[config.mk]
export PLATFORM = sky130hd
export DESIGN_NAME = dtf_back
export DESIGN_NICKNAME = d
export VERILOG_FILES = /design/src/rtl/dtf_pkg.sv /design/src/rtl/dtf_back.sv
export VERILOG_INCLUDE_DIRS = /design/src /design/src/rtl
export SDC_FILE = /design/constraint.sdc
export NUM_CORES = 1
export LEC_CHECK = 0
export BUFFER_PORTS_ARGS = -buffer_cell sky130_fd_sc_hd__buf_4
export CAP_MARGIN = 30
export CORE_ASPECT_RATIO = 2
export CORE_MARGIN = 1
export CORE_UTILIZATION = 56
export CTS_BUF_LIST = sky130_fd_sc_hd__clkbuf_8
export CTS_CLUSTER_SIZE = 14
export DETAILED_ROUTE_END_ITERATION = 10
export PLACE_DENSITY = 0.74
export RECOVER_POWER = 25
export SLEW_MARGIN = 15
export SYNTH_ARGS = -nofsm -noshare
export SYNTH_HDL_FRONTEND = slang
export SYNTH_SLANG_ARGS = --single-unit
[constraint.sdc]
create_clock -name clk -period 12.11 [get_ports clk]
set_clock_uncertainty 0.05 [all_clocks]
set_input_delay 1.8165 -clock clk [delete_from_list [all_inputs] [get_ports clk]]
set_output_delay 1.8165 -clock clk [all_outputs]
set_load 0.02 [all_outputs]
[src/rtl/date_time_text_formatter_macros.svh]
// Assertion macros shared by the formatter modules.
// Every module that uses them has clk and rst in scope.
`ifndef DATE_TIME_TEXT_FORMATTER_MACROS_SVH
`define DATE_TIME_TEXT_FORMATTER_MACROS_SVH
`ifndef SYNTHESIS
// Same-cycle implication.
`define DTF_ASSERT_IMPL(lbl, ante, cons) \
  lbl: assert property (@(posedge clk) disable iff (rst) (ante) |-> (cons)) \
    else $error("dtf: assertion failed");
// Next-cycle implication.
`define DTF_ASSERT_NEXT(lbl, ante, cons) \
  lbl: assert property (@(posedge clk) disable iff (rst) (ante) |=> (cons)) \
    else $error("dtf: assertion failed");
`else
`define DTF_ASSERT_IMPL(lbl, ante, cons)
`define DTF_ASSERT_NEXT(lbl, ante, cons)
`endif
`endif

[src/rtl/dtf_pkg.sv]
package dtf_pkg;

  // Fixed field widths
  localparam int CHAR_W     = 8;
  localparam int YEAR_W     = 14;
  localparam int MONTH_W    = 4;
  localparam int DAY_W      = 5;
  localparam int HOUR_W     = 5;
  localparam int MINUTE_W   = 6;
  localparam int SECOND_W   = 6;
  localparam int MILLI_W    = 10;
  localparam int WEEKDAY_W  = 3;
  localparam int CFG_IDX_W  = 3;
  localparam int CFG_DATA_W = 14;
  localparam int COUNT_W    = 9;
  localparam int LEN_W      = 4;
  localparam int NUM_DIGITS = 5;
  localparam int DIGIT_CNT_W = 3;
  localparam int NAME_CHARS = 9;
  localparam int NAME_W     = NAME_CHARS * CHAR_W;

  // Emitted-text limit; later format bytes are dropped
  localparam logic [COUNT_W-1:0] OUT_LIMIT = 9'd250;
  localparam logic [COUNT_W-1:0] COUNT_MAX = 9'd511;

  // Queue depth default
  localparam int QUEUE_DEPTH_DEF = 4;

  // Reciprocal of ten: (v * RECIP_10) >> RECIP_SHIFT == v / 10 for 16-bit v
  localparam logic [15:0] RECIP_10    = 16'd52429;
  localparam int          RECIP_SHIFT = 19;

  // Register indexes
  localparam logic [CFG_IDX_W-1:0] REG_YEAR    = 3'd0;
  localparam logic [CFG_IDX_W-1:0] REG_MONTH   = 3'd1;
  localparam logic [CFG_IDX_W-1:0] REG_DAY     = 3'd2;
  localparam logic [CFG_IDX_W-1:0] REG_HOUR    = 3'd3;
  localparam logic [CFG_IDX_W-1:0] REG_MINUTE  = 3'd4;
  localparam logic [CFG_IDX_W-1:0] REG_SECOND  = 3'd5;
  localparam logic [CFG_IDX_W-1:0] REG_MILLI   = 3'd6;
  localparam logic [CFG_IDX_W-1:0] REG_WEEKDAY = 3'd7;

  // Character codes
  localparam logic [CHAR_W-1:0] CH_NUL     = 8'h00;
  localparam logic [CHAR_W-1:0] CH_PERCENT = 8'h25;
  localparam logic [CHAR_W-1:0] CH_ZERO    = 8'h30;
  localparam logic [CHAR_W-1:0] CH_YEAR4   = 8'h59; // Y
  localparam logic [CHAR_W-1:0] CH_YEAR2   = 8'h79; // y
  localparam logic [CHAR_W-1:0] CH_MONTH   = 8'h6D; // m
  localparam logic [CHAR_W-1:0] CH_DAY     = 8'h64; // d
  localparam logic [CHAR_W-1:0] CH_HOUR    = 8'h48; // H
  localparam logic [CHAR_W-1:0] CH_MINUTE  = 8'h4D; // M
  localparam logic [CHAR_W-1:0] CH_SECOND  = 8'h53; // S
  localparam logic [CHAR_W-1:0] CH_MILLI   = 8'h66; // f
  localparam logic [CHAR_W-1:0] CH_WDAY_F  = 8'h41; // A
  localparam logic [CHAR_W-1:0] CH_WDAY_A  = 8'h61; // a
  localparam logic [CHAR_W-1:0] CH_MON_F   = 8'h42; // B
  localparam logic [CHAR_W-1:0] CH_MON_A   = 8'h62; // b

  typedef enum logic [1:0] {
    CMD_CHAR,   // one byte
    CMD_PCT,    // percent sign then the byte
    CMD_NUM,    // decimal number
    CMD_NAME    // weekday or month name
  } cmd_kind_t;

  typedef enum logic [1:0] {
    NAME_DAY_FULL,
    NAME_DAY_ABBR,
    NAME_MON_FULL,
    NAME_MON_ABBR
  } name_kind_t;

  // Command passed from front to back
  typedef struct packed {
    cmd_kind_t               kind;
    logic [CHAR_W-1:0]       chr;
    logic [YEAR_W-1:0]       num;
    name_kind_t              name_kind;
    logic [MONTH_W-1:0]      name_idx;
    logic [LEN_W-1:0]        len;   // body bytes, terminator not counted
    logic                    last;  // terminator follows the body
  } cmd_t;

  typedef struct packed {
    logic [LEN_W-1:0]  len;
    logic [NAME_W-1:0] text;  // first byte in the top bits
  } name_t;

  typedef enum logic [1:0] {
    BK_IDLE,
    BK_CONV,
    BK_BODY,
    BK_TERM
  } bk_state_t;

  // Name table: weekdays 0..6, months 0..12 (0 is empty)
  function automatic name_t name_entry(name_kind_t kind, logic [MONTH_W-1:0] idx);
    name_t e;
    e.len  = 4'd0;
    e.text = "         ";
    unique case (kind)
      NAME_DAY_FULL: begin
        unique case (idx)
          4'd0:    begin e.len = 4'd6; e.text = "Sunday   "; end
          4'd1:    begin e.len = 4'd6; e.text = "Monday   "; end
          4'd2:    begin e.len = 4'd7; e.text = "Tuesday  "; end
          4'd3:    begin e.len = 4'd9; e.text = "Wednesday"; end
          4'd4:    begin e.len = 4'd8; e.text = "Thursday "; end
          4'd5:    begin e.len = 4'd6; e.text = "Friday   "; end
          4'd6:    begin e.len = 4'd8; e.text = "Saturday "; end
          default: begin e.len = 4'd0; e.text = "         "; end
        endcase
      end
      NAME_DAY_ABBR: begin
        unique case (idx)
          4'd0:    begin e.len = 4'd3; e.text = "Sun      "; end
          4'd1:    begin e.len = 4'd3; e.text = "Mon      "; end
          4'd2:    begin e.len = 4'd3; e.text = "Tue      "; end
          4'd3:    begin e.len = 4'd3; e.text = "Wed      "; end
          4'd4:    begin e.len = 4'd3; e.text = "Thu      "; end
          4'd5:    begin e.len = 4'd3; e.text = "Fri      "; end
          4'd6:    begin e.len = 4'd3; e.text = "Sat      "; end
          default: begin e.len = 4'd0; e.text = "         "; end
        endcase
      end
      NAME_MON_FULL: begin
        unique case (idx)
          4'd1:    begin e.len = 4'd7; e.text = "January  "; end
          4'd2:    begin e.len = 4'd8; e.text = "February "; end
          4'd3:    begin e.len = 4'd5; e.text = "March    "; end
          4'd4:    begin e.len = 4'd5; e.text = "April    "; end
          4'd5:    begin e.len = 4'd3; e.text = "May      "; end
          4'd6:    begin e.len = 4'd4; e.text = "June     "; end
          4'd7:    begin e.len = 4'd4; e.text = "July     "; end
          4'd8:    begin e.len = 4'd6; e.text = "August   "; end
          4'd9:    begin e.len = 4'd9; e.text = "September"; end
          4'd10:   begin e.len = 4'd7; e.text = "October  "; end
          4'd11:   begin e.len = 4'd8; e.text = "November "; end
          4'd12:   begin e.len = 4'd8; e.text = "December "; end
          default: begin e.len = 4'd0; e.text = "         "; end
        endcase
      end
      NAME_MON_ABBR: begin
        unique case (idx)
          4'd1:    begin e.len = 4'd3; e.text = "Jan      "; end
          4'd2:    begin e.len = 4'd3; e.text = "Feb      "; end
          4'd3:    begin e.len = 4'd3; e.text = "Mar      "; end
          4'd4:    begin e.len = 4'd3; e.text = "Apr      "; end
          4'd5:    begin e.len = 4'd3; e.text = "May      "; end
          4'd6:    begin e.len = 4'd3; e.text = "Jun      "; end
          4'd7:    begin e.len = 4'd3; e.text = "Jul      "; end
          4'd8:    begin e.len = 4'd3; e.text = "Aug      "; end
          4'd9:    begin e.len = 4'd3; e.text = "Sep      "; end
          4'd10:   begin e.len = 4'd3; e.text = "Oct      "; end
          4'd11:   begin e.len = 4'd3; e.text = "Nov      "; end
          4'd12:   begin e.len = 4'd3; e.text = "Dec      "; end
          default: begin e.len = 4'd0; e.text = "         "; end
        endcase
      end
      default: begin e.len = 4'd0; e.text = "         "; end
    endcase
    return e;
  endfunction

  // Decimal digits of v, at least minw
  function automatic logic [LEN_W-1:0] num_len(logic [YEAR_W-1:0] v,
                                               logic [LEN_W-1:0] minw);
    logic [LEN_W-1:0] n;
    if (v >= 14'd10000)     n = 4'd5;
    else if (v >= 14'd1000) n = 4'd4;
    else if (v >= 14'd100)  n = 4'd3;
    else if (v >= 14'd10)   n = 4'd2;
    else                    n = 4'd1;
    return (n > minw) ? n : minw;
  endfunction

endpackage

[src/rtl/dtf_back.sv]
`include "date_time_text_formatter_macros.svh"

module dtf_back (
  input  logic                        clk,
  input  logic                        rst,
  // from queue
  input  logic                        q_valid,
  input  dtf_pkg::cmd_t               q_cmd,
  output logic                        q_ready,
  // text stream
  output logic                        m_tvalid,
  input  logic                        m_tready,
  output logic [dtf_pkg::CHAR_W-1:0]  m_char,
  output logic                        m_last,
  output logic                        m_end
);

  dtf_pkg::bk_state_t                  state, state_next, load_state;
  dtf_pkg::cmd_t                       cmd;
  logic [dtf_pkg::LEN_W-1:0]           pos;
  logic [dtf_pkg::DIGIT_CNT_W-1:0]     cnt;
  logic [dtf_pkg::YEAR_W-1:0]          val;
  logic [4*dtf_pkg::NUM_DIGITS-1:0]    dig;

  logic                                out_free;
  logic                                body_end;
  logic                                conv_end;
  logic                                emit;
  logic [dtf_pkg::CHAR_W-1:0]          item_char;
  logic                                item_last;
  logic                                item_end;

  logic [dtf_pkg::YEAR_W+15:0]         prod;
  logic [dtf_pkg::YEAR_W-1:0]          quot;
  logic [dtf_pkg::YEAR_W-1:0]          rem;
  dtf_pkg::name_t                      name;
  logic [dtf_pkg::NAME_W-1:0]          name_sh;

  assign out_free = !m_tvalid || m_tready;
  assign body_end = (pos == cmd.len - 4'd1);
  assign conv_end = ({1'b0, cnt} == cmd.len - 4'd1);

  // State on loading a new word from the queue
  always_comb begin
    if (q_cmd.len == '0) begin
      load_state = dtf_pkg::BK_TERM;
    end else if (q_cmd.kind == dtf_pkg::CMD_NUM) begin
      load_state = dtf_pkg::BK_CONV;
    end else begin
      load_state = dtf_pkg::BK_BODY;
    end
  end

  // Next state
  always_comb begin
    state_next = state;
    unique case (state)
      dtf_pkg::BK_IDLE: begin
        if (q_valid) state_next = load_state;
      end
      dtf_pkg::BK_CONV: begin
        if (conv_end) state_next = dtf_pkg::BK_BODY;
      end
      dtf_pkg::BK_BODY: begin
        if (out_free && body_end) begin
          if (cmd.last)     state_next = dtf_pkg::BK_TERM;
          else if (q_valid) state_next = load_state;
          else              state_next = dtf_pkg::BK_IDLE;
        end
      end
      dtf_pkg::BK_TERM: begin
        if (out_free) state_next = q_valid ? load_state : dtf_pkg::BK_IDLE;
      end
      default: state_next = dtf_pkg::BK_IDLE;
    endcase
  end

  // Outputs of the sequencer
  always_comb begin
    name    = dtf_pkg::name_entry(cmd.name_kind, cmd.name_idx);
    name_sh = name.text << {pos, 3'b000};
    q_ready   = 1'b0;
    emit      = 1'b0;
    item_char = dtf_pkg::CH_NUL;
    item_last = 1'b0;
    item_end  = 1'b0;
    unique case (state)
      dtf_pkg::BK_IDLE: begin
        q_ready = 1'b1;
      end
      dtf_pkg::BK_CONV: begin
        q_ready = 1'b0;
      end
      dtf_pkg::BK_BODY: begin
        emit      = out_free;
        q_ready   = out_free && body_end && !cmd.last;
        item_last = body_end && !cmd.last;
        unique case (cmd.kind)
          dtf_pkg::CMD_CHAR: item_char = cmd.chr;
          dtf_pkg::CMD_PCT:  item_char = (pos == '0) ? dtf_pkg::CH_PERCENT : cmd.chr;
          dtf_pkg::CMD_NUM:  item_char = dtf_pkg::CH_ZERO + {4'd0, dig[3:0]};
          dtf_pkg::CMD_NAME: item_char = name_sh[dtf_pkg::NAME_W-1 -: dtf_pkg::CHAR_W];
          default:           item_char = cmd.chr;
        endcase
      end
      dtf_pkg::BK_TERM: begin
        emit      = out_free;
        q_ready   = out_free;
        item_char = dtf_pkg::CH_NUL;
        item_last = 1'b1;
        item_end  = 1'b1;
      end
      default: q_ready = 1'b0;
    endcase
  end

  // One decimal digit per cycle, least significant first
  assign prod = {16'd0, val} * {{dtf_pkg::YEAR_W{1'b0}}, dtf_pkg::RECIP_10};
  assign quot = {{(dtf_pkg::RECIP_SHIFT - 16){1'b0}},
                 prod[dtf_pkg::YEAR_W+15:dtf_pkg::RECIP_SHIFT]};
  assign rem  = val - {quot[dtf_pkg::YEAR_W-4:0], 3'b000} - {quot[dtf_pkg::YEAR_W-2:0], 1'b0};

  always_ff @(posedge clk) begin
    if (rst) begin
      state <= dtf_pkg::BK_IDLE;
    end else begin
      state <= state_next;
    end
  end

  // Working registers
  always_ff @(posedge clk) begin
    if (q_valid && q_ready) begin
      cmd <= q_cmd;
      pos <= '0;
      cnt <= '0;
      val <= q_cmd.num;
    end else if (state == dtf_pkg::BK_CONV) begin
      // newest digit at the bottom, so the top digit comes out first
      val <= quot;
      dig <= {dig[4*dtf_pkg::NUM_DIGITS-5:0], rem[3:0]};
      cnt <= cnt + 1'b1;
    end else if (state == dtf_pkg::BK_BODY && out_free) begin
      pos <= pos + 1'b1;
      dig <= {4'd0, dig[4*dtf_pkg::NUM_DIGITS-1:4]};
    end
  end

  // Output register
  always_ff @(posedge clk) begin
    if (rst) begin
      m_tvalid <= 1'b0;
    end else if (out_free) begin
      m_tvalid <= emit;
    end
  end

  always_ff @(posedge clk) begin
    if (emit) begin
      m_char <= item_char;
      m_last <= item_last;
      m_end  <= item_end;
    end
  end

  `DTF_ASSERT_IMPL(a_conv_is_num, state == dtf_pkg::BK_CONV, cmd.kind == dtf_pkg::CMD_NUM)
  `DTF_ASSERT_IMPL(a_body_in_range, state == dtf_pkg::BK_BODY, pos < cmd.len)
  `DTF_ASSERT_IMPL(a_term_needs_last, state == dtf_pkg::BK_TERM, cmd.last)
  `DTF_ASSERT_NEXT(a_conv_to_body, state == dtf_pkg::BK_CONV && conv_end, state == dtf_pkg::BK_BODY)
  `DTF_ASSERT_IMPL(a_end_is_last, m_tvalid && m_end, m_last)

endmodule
==> results of run 1 <==
[area by class of cell]
type                            count  area (sq um)
Inverter                          109           409
Multi-Input combinational cell    725          5930
Clock inverter                     12           159
Timing Repair Buffer               59           413
Clock buffer                       20           275
Tap cell                          207           259
Fill cell                        1462          6290
Sequential cell                   119          3030
[cells in the final DEF, fill, tap and decap left out, types with 5 or more instances in the layout]
master    instances
a21o_1           10
dfxtp_1          54
a21oi_1          65
nor2b_1          13
o21a_1            5
and2_1           13
a211o_1           7
nand3_1          16
o21ai_0          41
buf_4            36
mux2i_1           9
xor2_1           17
clkbuf_1          8
nand4_1           7
a31oi_1           5
fa_1             54
nor3_1           10
xnor2_1          16
a211oi_1         18
a221oi_1          8
ha_1            114
o31ai_1           7
and3_1            9
clkbuf_8         20
o21ai_1          11
edfxtp_1         65
a221o_1           5
clkbuf_4         15
inv_1           110
nor4_1            5
nand2_1         111
nand2b_1          9
nor2_1           53
[Yosys cell counts, types with 4 or more instances]
cell      instances  area share, %
o21ai_1          11           0.57
mux2i_1           9           0.94
o22ai_1           4           0.26
inv_1           105            4.1
and3_1            9           0.59
a221oi_1          8           0.73
o211ai_1          4           0.31
nor4_1            5           0.33
a21oi_1          65            3.4
xor2_1           17            1.6
buf_6             4           0.47
a21o_1           10           0.78
a311oi_1          4           0.37
a221o_1           5           0.52
nor2_1           53            2.1
dfxtp_1          54             11
o41ai_1           4           0.37
and2_1           14           0.91
fa_1             54             11
a211o_1           7           0.64
a211oi_1         18            1.4
a31oi_1           5           0.33
o21a_1            5           0.39
ha_1            114             15
o21ai_0          41            2.1
nand3_1          16           0.83
o31ai_1           7           0.55
nor2b_1          13           0.85
nand2b_1          9           0.59
nand4_1           7           0.46
xnor2_1          16            1.5
buf_2             7           0.37
edfxtp_1         65             20
clkbuf_1         29            1.1
nor3_1           10           0.52
nand2_1         111            4.3
mux2_2            4           0.47
[metal layers]
layer  global-route usage (%)  vias up  routed length, um
met2                     59.4      233              14800
met3                     5.65      111                901
met1                     27.6     3693               8380
met5                        0        -                  0
met4                     23.9        0               2110
li1                         -     3600                  -
[kinds of logic after synthesis]
kind of cell               Yosys count
AOI/OAI and AO/OA                  238
xor gates and xnor gates            35
adders and majority gates          168
buffers and inverters              155
DFF                                119
muxes                               14
and+or+nand+nor                    270
[worst min-delay path by stage]
stage                   startpoint                   to  slack (ps)
3_3_place_gp   cnt[1]$_SDFFE_PP0P_  cnt[1]$_SDFFE_PP0P_         430
2_1_floorplan  cnt[1]$_SDFFE_PP0P_  cnt[1]$_SDFFE_PP0P_         410
4_1_cts        cnt[1]$_SDFFE_PP0P_  cnt[1]$_SDFFE_PP0P_         460
5_1_grt        cnt[1]$_SDFFE_PP0P_  cnt[1]$_SDFFE_PP0P_         490
3_5_place_dp   cnt[1]$_SDFFE_PP0P_  cnt[1]$_SDFFE_PP0P_         450
6_report       cnt[1]$_SDFFE_PP0P_  cnt[1]$_SDFFE_PP0P_         470
[worst max-delay path, cell delays in order (launching register included)]
cell and delay (ps):
edfxtp_1 410, inv_1 60, ha_1 330, fa_1 660, fa_1 490, fa_1 550, inv_1 60, fa_1 500
inv_1 50, fa_1 500, inv_1 50, ha_1 340, a211o_1 320, a21oi_1 110, o31a_1 160, o21ai_0 120
xor2_1 200, ha_1 190, xor2_1 170, xnor3_1 260, a211o_1 280, nand3_1 80
[stage by stage]
| step | std cells | util (%) | setup slack [ps] |
|---|---|---|---|
| 2_1_floorplan | 999 | - | 6430 |
| 3_3_place_gp | 1219 | 60.1 | 6130 |
| 3_5_place_dp | 1219 | 60.1 | 6040 |
| 4_1_cts | 1251 | 62.7 | 6010 |
| 5_1_grt | 1251 | 62.5 | 5760 |
| 6_report | 1251 | 62.5 | 6030 |
==> flow_metrics.py, run 1 <==
metrics = {
    "synth": {
        "synth_edf_count": 65,
        "synth_xor_xnor_area_share_pct": 3.50,
        "ys_seq_area_share_pct": 31.6,
        "syn_inst": 999,
        "synth_compound_area_share_pct": 17.0,
        "ys.warnings.count": 0,
        "yosys_register_bits": 119,
        "synth-async-reset-ratio_pct": 0,
        "syn_area_sq_um": 9590,
        "synth_fp_nets": 1206,
        "synth.distinct_cells": 79,
        "synth_ff_type": "edfxtp_1",
        "synthAdderAreaFrac_pct": 26.1,
        "synth_top_family_by_area": "adder cells",
        "synth-simple-area-share_pct": 13.5,
        "synth_mux_area_share_pct": 1.64,
        "avgSynthCellArea_sq_um": 9.60,
    },
    "outcome": {
        "violations": "max-capacitance violations, max-slew violations",
        "status": "finished, violations left",
    },
    "cts": {
        "post_cts_buffers": 0,
        "cts_buffers": 17,
        "h-tree-depth": 4,
        "cts_resized": 0,
        "cts_tree": "yes",
        "hold_buffers": 0,
        "cts_sinks": 119,
        "clk_latency_ps": 460,
        "clock_path_buffers": 2,
        "cts-root-buf": "clkbuf_8",
        "clk_pin_slew_ps": 70,
    },
    "worst_setup_path": {
        "r2r_cells": 21,
        "critical_path_arrival_ps": 6360,
        "r2r_setup_slack_ps": 6030,
        "endpoint_kind": "flip-flop",
        "critical_path_class": "reg -> reg",
        "r2r-end": "dig[3]$_DFFE_PP_",
        "crit_path_start": "val[12]$_SDFFCE_PN0P_",
        "reg2reg_from": "val[12]$_SDFFCE_PN0P_",
        "critical_path_required_ps": 12390,
        "start_kind": "flip-flop",
        "crit_end": "dig[3]$_DFFE_PP_",
        "path_max_fanout": 5,
    },
    "worst_hold_path": {
        "holdCritPathClass": "reg -> reg",
        "hold_path_depth": 2,
    },
    "floorplanning": {
        "die_h_um": 187,
        "core-area_sq_um": 16800,
        "ioPinCount": 51,
        "die_area_sq_um": 17700,
        "die-width_um": 94.5,
        "num_rows": 67,
        "initial_core_util_pct": 57.2,
    },
    "timing": {
        "finalCriticalPeriod_ps": 6080,
        "fin_crit_sh_pct": 50.2,
        "slew_violations": 35,
        "fmax_ghz": 0.164,
        "relSlewSlack_pct": -6.04,
        "rsz0062_at_grt": "false",
        "worst_pin_slew_ps": 1590,
        "finalSetupViolCount": 0,
        "setup_tns_ps": 0,
        "holdWs_ps": 466,
        "finalHoldViolations": 0,
    },
    "placed_design": {
        "io_buffers": 50,
        "routabilityCongestion": 0.958,
        "hpwl_um": 21100,
        "placed_area_sq_um": 10100,
    },
    "global_routing": {
        "grt_pass1_vias": 8089,
        "overflow": 0,
        "grt_max_degree": 39,
        "grtUsageTotal_pct": 31.3,
        "antenna_found_initial": 0,
        "grt_pass1_wl_um": 41000,
    },
    "final_layout": {
        "areaGrowthSynthToFinish_pct": 9.21,
        "layout.nets": 1238,
        "layout-drive-gt1-share_pct": 10.3,
        "diodes": 0,
        "fin_area_sq_um": 10500,
    },
    "job": {
        "max-cap-violations": 1,
    },
    "routing": {
        "drt_iter0_drc": 431,
        "wirelength_um": 26200,
        "first_pass_iters": 5,
        "drcViolationCount": 0,
        "ant_nets": 0,
        "vias": 7637,
        "routed_via_density": 6.10,
        "routedWlPerCell_um": 21.0,
    },
}
Power of run 1 is not shown: default switching activity piles up to over one toggle a cycle in this logic, so the estimate is an artifact.
==> run 2: changes to the inputs <==
==> constraint.sdc (replaced) <==
create_clock -name clk -period 5.85 [get_ports clk]
set_clock_uncertainty 0.05 [all_clocks]
set_input_delay 0.8775 -clock clk [delete_from_list [all_inputs] [get_ports clk]]
set_output_delay 0.8775 -clock clk [all_outputs]
set_load 0.02 [all_outputs]
==> run 2 against run 1 <==
Net effect:
- die area did not move
- flip-flop and latch count did not move
- utilization rose by 1.9 points
- wire length rose by 3.0%
- global-route usage rose by 0.95 points
- setup slack got worse by 5900 ps
- critical endpoint unchanged
- first-iteration DRC count fell by 13%
- via count rose by 2.3%
- the flow now finishes without violations
==> flow_metrics.py, run 2 (synthesized netlist as in run 1, its figures left out) <==
metrics = {
    "cts": {
        "clk_pin_slew_ps": 80,
        "hold_buffers": 0,
        "clk_latency_ps": 460,
        "cts_buffers": 17,
        "cts_sinks": 119,
        "cts-root-buf": "clkbuf_8",
        "cts_tree": "yes",
        "h-tree-depth": 4,
        "clock_path_buffers": 2,
    },
    "global_routing": {
        "grt_pass1_wl_um": 41900,
        "antenna_found_initial": 0,
        "grt_max_degree": 46,
        "grt_pass1_vias": 8116,
        "overflow": 0,
        "grtUsageTotal_pct": 32.3,
    },
    "timing": {
        "holdWs_ps": 470,
        "finalCriticalPeriod_ps": 5760,
        "worst_pin_slew_ps": 949,
        "fin_crit_sh_pct": 98.4,
        "slew_violations": 0,
        "finalSetupViolCount": 0,
        "relSlewSlack_pct": 35.9,
        "fmax_ghz": 0.174,
        "setup_slack_ps": 91.0,
        "finalHoldViolations": 0,
    },
    "placed_design": {
        "pre_cts_slack_ps": -71.3,
        "place_inst": 1242,
        "routabilityCongestion": 0.974,
        "hpwl_um": 21400,
        "io_buffers": 50,
    },
    "worst_setup_path": {
        "path_cells": "ha_4 > inv_1 > fa_2 > fa_1 > fa_1 > inv_1 > fa_1 > inv_1 > fa_1 > inv_2 > ha_4 > a211o_1 > a21oi_2 > o31a_1 > o21ai_2 > xor2_1 > ha_2 > xor2_1 > xnor3_1 > a211o_1 > nand3_1",
        "cpMostUsedCell": "fa_1",
        "critPathMaxStageDelay_ps": 570,
        "r2r_cells": 21,
        "crit_end": "dig[3]$_DFFE_PP_",
        "r2r-end": "dig[3]$_DFFE_PP_",
        "start_kind": "flip-flop",
        "reg2reg_from": "val[8]$_DFFE_PP_",
        "critical_path_required_ps": 6130,
        "path_max_fanout": 3,
        "endpoint_kind": "flip-flop",
        "critical_path_arrival_ps": 6040,
        "critPathSlowestCell": "fa_2",
        "crit_path_start": "val[8]$_DFFE_PP_",
        "critical_path_class": "reg -> reg",
        "r2r_setup_slack_ps": 90,
    },
    "outcome": {
        "status": "finished, final reports clean",
    },
    "routing": {
        "routedWlPerCell_um": 21.1,
        "first_pass_iters": 5,
        "drt_iter0_drc": 375,
        "drcViolationCount": 0,
        "routed_via_density": 6.11,
        "ant_nets": 0,
        "wirelength_um": 27000,
        "vias": 7809,
    },
    "final_layout": {
        "layout-drive-gt1-share_pct": 14.2,
        "fin_cells": 1279,
        "final_common_cell": "nand2_1",
        "mostFrequentLayoutCells": "nand2_1, inv_1, ha_1",
        "final_util_pct": 64.4,
        "areaGrowthSynthToFinish_pct": 12.6,
        "diodes": 0,
        "layout.nets": 1266,
    },
    "floorplanning": {
        "num_rows": 67,
        "die-width_um": 94.5,
        "core-area_sq_um": 16800,
        "die_area_sq_um": 17700,
        "ioPinCount": 51,
        "die_h_um": 187,
        "initial_core_util_pct": 57.2,
    },
    "worst_hold_path": {
        "hp-start": "dig[18]$_SDFFCE_PN0P_",
        "holdCritPathClass": "reg -> reg",
    },
    "job": {
        "max-cap-violations": 0,
    },
}
[run 2: cell types whose count changed in the layout (fill, tap and decap cells not counted), moves of 2 or more]
| cell | before | now |
|---|---|---|
| clkbuf_1 | 8 | 18 |
| fa_1 | 54 | 48 |
| buf_4 | 36 | 55 |
| fa_2 | 0 | 6 |
| ha_4 | 0 | 7 |
| inv_1 | 110 | 104 |
| inv_2 | 2 | 6 |
| ha_2 | 0 | 4 |
| ha_1 | 114 | 103 |
| clkbuf_8 | 20 | 22 |
[run 2: per-layer routing]
metal | GRT usage [%] | wire, um | up-vias
met5 | 0 | 0 | -
met4 | 28.4 | 2460 | 0
met3 | 5.85 | 1150 | 126
met2 | 59.6 | 15000 | 292
met1 | 28.3 | 8380 | 3735
li1 | - | - | 3656
[run 2: worst min-delay path by stage]
stage | to | slack, ps | cells after the start
2_1_floorplan | cnt[1]$_SDFFE_PP0P_ | 410 | 2
3_3_place_gp | cnt[1]$_SDFFE_PP0P_ | 430 | 2
3_5_place_dp | dig[14]$_DFFE_PP_ | 460 | 2
4_1_cts | dig[15]$_DFFE_PP_ | 470 | 2
5_1_grt | dig[12]$_DFFE_PP_ | 500 | 2
6_report | dig[14]$_DFFE_PP_ | 470 | 2
[run 2: final cells by class]
| class | instances | area [sq um] |
|---|---|---|
| Multi-Input combinational cell | 725 | 6060 |
| Fill cell | 1427 | 5970 |
| Sequential cell | 119 | 3030 |
| Timing Repair Buffer | 87 | 586 |
| Inverter | 109 | 409 |
| Clock buffer | 22 | 303 |
| Tap cell | 207 | 259 |
| Clock inverter | 10 | 148 |
[run 2: through the flow]
step	setup TNS, ps	instance area (sq um)
2_1_floorplan	0	9590
3_5_place_dp	-71.3	10200
5_1_grt	-72.7	10800
6_report	0	10800
3_3_place_gp	0	10200
4_1_cts	0	10700
[run 2: repair_timing]
action                                  in CTS  in global routing
pin swaps                                    8                 13
setup buffers                                3                  2
resized for setup                            4                 24
endpoints found under the setup margin       1                 10
[run 2: worst max-delay path, delay by kind of cell (launching register included)]
kind	cells	cell delay [ps]
AOI/OAI and AO/OA	5	920
xor gates and xnor gates	3	650
adders and majority gates	8	3300
buffers and inverters	4	200
DFF	1	450
and+or+nand+nor	1	80
Power of run 2 is left out for the same reason.
==> run 3: changes to the inputs <==
--- a/config.mk
+++ b/config.mk
@@ -6,15 +6,16 @@
 export SDC_FILE = /design/constraint.sdc
 export NUM_CORES = 1
 export LEC_CHECK = 0
-export BUFFER_PORTS_ARGS = -buffer_cell sky130_fd_sc_hd__buf_4
 export CAP_MARGIN = 30
 export CORE_ASPECT_RATIO = 2
 export CORE_MARGIN = 1
 export CORE_UTILIZATION = 56
 export CTS_BUF_LIST = sky130_fd_sc_hd__clkbuf_8
+export CTS_CLUSTER_DIAMETER = 40
 export CTS_CLUSTER_SIZE = 14
 export DETAILED_ROUTE_END_ITERATION = 10
-export PLACE_DENSITY = 0.74
+export DONT_BUFFER_PORTS = 1
+export PLACE_DENSITY = 0.71
 export RECOVER_POWER = 25
 export SLEW_MARGIN = 15
 export SYNTH_ARGS = -nofsm -noshare
==> run 3 against run 2 <==
Net effect:
- maximum frequency increased by 1.6%
- via count decreased by 2.5%
- cell count shrank 3.8%
- hold slack lost 35 ps
- critical path type unchanged
- clock-buffer cell count decreased by 3
- wire length down 1.1%
- critical path depth stayed put
- non-clock buffer count is 49 lower
- first-iteration DRC count is 13% lower
==> flow_metrics.py, run 3 (synthesized netlist as in run 1, its figures left out) <==
metrics = {
    "outcome": {
        "status": "finished, final reports clean",
    },
    "routing": {
        "wirelength_um": 26700,
        "first_pass_iters": 5,
        "drcViolationCount": 0,
        "routedWlPerCell_um": 21.7,
        "routed_via_density": 6.19,
        "drt_iter0_drc": 327,
        "vias": 7612,
        "ant_nets": 0,
    },
    "floorplanning": {
        "num_rows": 67,
        "initial_core_util_pct": 57.2,
        "die_area_sq_um": 17700,
        "die_h_um": 187,
        "core-area_sq_um": 16800,
        "ioPinCount": 51,
        "die-width_um": 94.5,
    },
    "final_layout": {
        "mostFrequentLayoutCells": "nand2_1, inv_1, ha_1",
        "areaGrowthSynthToFinish_pct": 9.35,
        "final_common_cell": "nand2_1",
        "diodes": 0,
        "fin_cells": 1230,
        "layout.nets": 1217,
        "layout-drive-gt1-share_pct": 12.0,
    },
    "worst_setup_path": {
        "endpoint_kind": "flip-flop",
        "start_kind": "flip-flop",
        "critical_path_class": "reg -> reg",
        "path_max_fanout": 3,
        "critical_path_arrival_ps": 5940,
        "critical_path_required_ps": 6120,
    },
    "timing": {
        "fmax_ghz": 0.176,
        "setup_tns_ps": 0,
        "finalHoldViolations": 0,
        "relSlewSlack_pct": 46.9,
        "worst_pin_slew_ps": 796,
        "finalCriticalPeriod_ps": 5670,
        "finalSetupViolCount": 0,
        "slew_violations": 0,
        "fin_crit_sh_pct": 96.9,
    },
    "global_routing": {
        "antenna_found_initial": 0,
        "grt.busiest_layer": "met2",
        "use_met1_pct": 27.2,
        "grt_pass1_vias": 7803,
        "grt_max_degree": 39,
        "grt_util_met3_pct": 5.53,
        "use_met2_pct": 59.3,
        "overflow": 0,
        "grt_pass1_wl_um": 40600,
        "grtUsageTotal_pct": 31.4,
    },
    "cts": {
        "clock_path_buffers": 2,
        "cts-root-buf": "clkbuf_8",
        "cts_buffers": 17,
        "clk_pin_slew_ps": 70,
        "cts_tree": "yes",
        "cts_sinks": 119,
        "h-tree-depth": 4,
        "hold_buffers": 0,
        "clk_latency_ps": 450,
    },
    "placed_design": {
        "place_inst": 1194,
        "routabilityCongestion": 0.998,
        "hpwl_um": 21300,
        "io_buffers": 0,
    },
    "worst_hold_path": {
        "holdCritPathClass": "in -> reg",
    },
    "job": {
        "max-cap-violations": 0,
    },
}
## run 3: cell types whose count changed in the layout (fill, tap and decap cells not counted), moves of 2 or more
cell | before | now
inv_1 | 104 | 106
clkbuf_4 | 14 | 0
ha_1 | 103 | 101
clkbuf_8 | 22 | 19
clkbuf_1 | 18 | 0
clkinv_2 | 2 | 4
ha_4 | 7 | 10
buf_4 | 55 | 37
## run 3: cell type report
type | instances | area, sq um
fill | 1422 | 6280
multi-input combinational | 725 | 6100
sequential | 119 | 3030
inverter | 109 | 409
timing repair buffer | 38 | 289
clock buffer | 19 | 262
tap | 207 | 259
clock inverter | 13 | 140
## run 3: per-stage QoR
step	utilization, %	area, sq um	setup WS (ps)	hold slack (ps)
3_3_place_gp	58.9	9880	36.1	428
6_report	62.6	10500	182	435
4_1_cts	61.6	10300	2.12	420
3_5_place_dp	59.0	9890	-38.6	434
5_1_grt	62.6	10500	-21.0	423
2_1_floorplan	-	9590	165	415
## run 3: final timing paths
check        slack (ps)           startpoint                    end  depth (start not counted)
max reg2reg         180     val[9]$_DFFE_PP_       dig[3]$_DFFE_PP_                         21
min                 430                  rst  m_tvalid$_SDFFE_PP0N_                          1
min reg2reg         450  cnt[1]$_SDFFE_PP0P_    cnt[1]$_SDFFE_PP0P_                          2
max                 180     val[9]$_DFFE_PP_       dig[3]$_DFFE_PP_                         21
## run 3: repair_timing
item / in CTS / in global routing
gates cloned: 0 / 0
pin swaps: 9 / 17
gates resized for setup: 4 / 27
endpoints found under the hold margin: 0 / 0
buffers inserted: 2 / 2
setup endpoints to repair: 1 / 7
## run 3: critical path: stages (launching register included)
cell and delay (ps):
edfxtp_1 450, ha_4 300, inv_1 50, fa_2 580
fa_1 440, fa_1 490, inv_1 50, fa_1 490
inv_1 50, fa_1 490, inv_2 50, ha_4 210
a211o_1 290, a21oi_1 120, o31a_1 190, o21ai_2 80
xor2_1 210, ha_2 230, xor2_2 140, xnor3_1 250
a211o_1 270, nand3_1 80
## run 3: routing by layer
| layer | wire (um) | up-vias | part of all wire [%] |
|---|---|---|---|
| li1 | - | 3554 | - |
| met1 | 8300 | 3672 | 31 |
| met2 | 15100 | 256 | 57 |
| met3 | 988 | 130 | 3.7 |
| met4 | 2300 | 0 | 8.6 |
| met5 | 0 | - | 0 |
Power of run 3 is left out for the same reason.
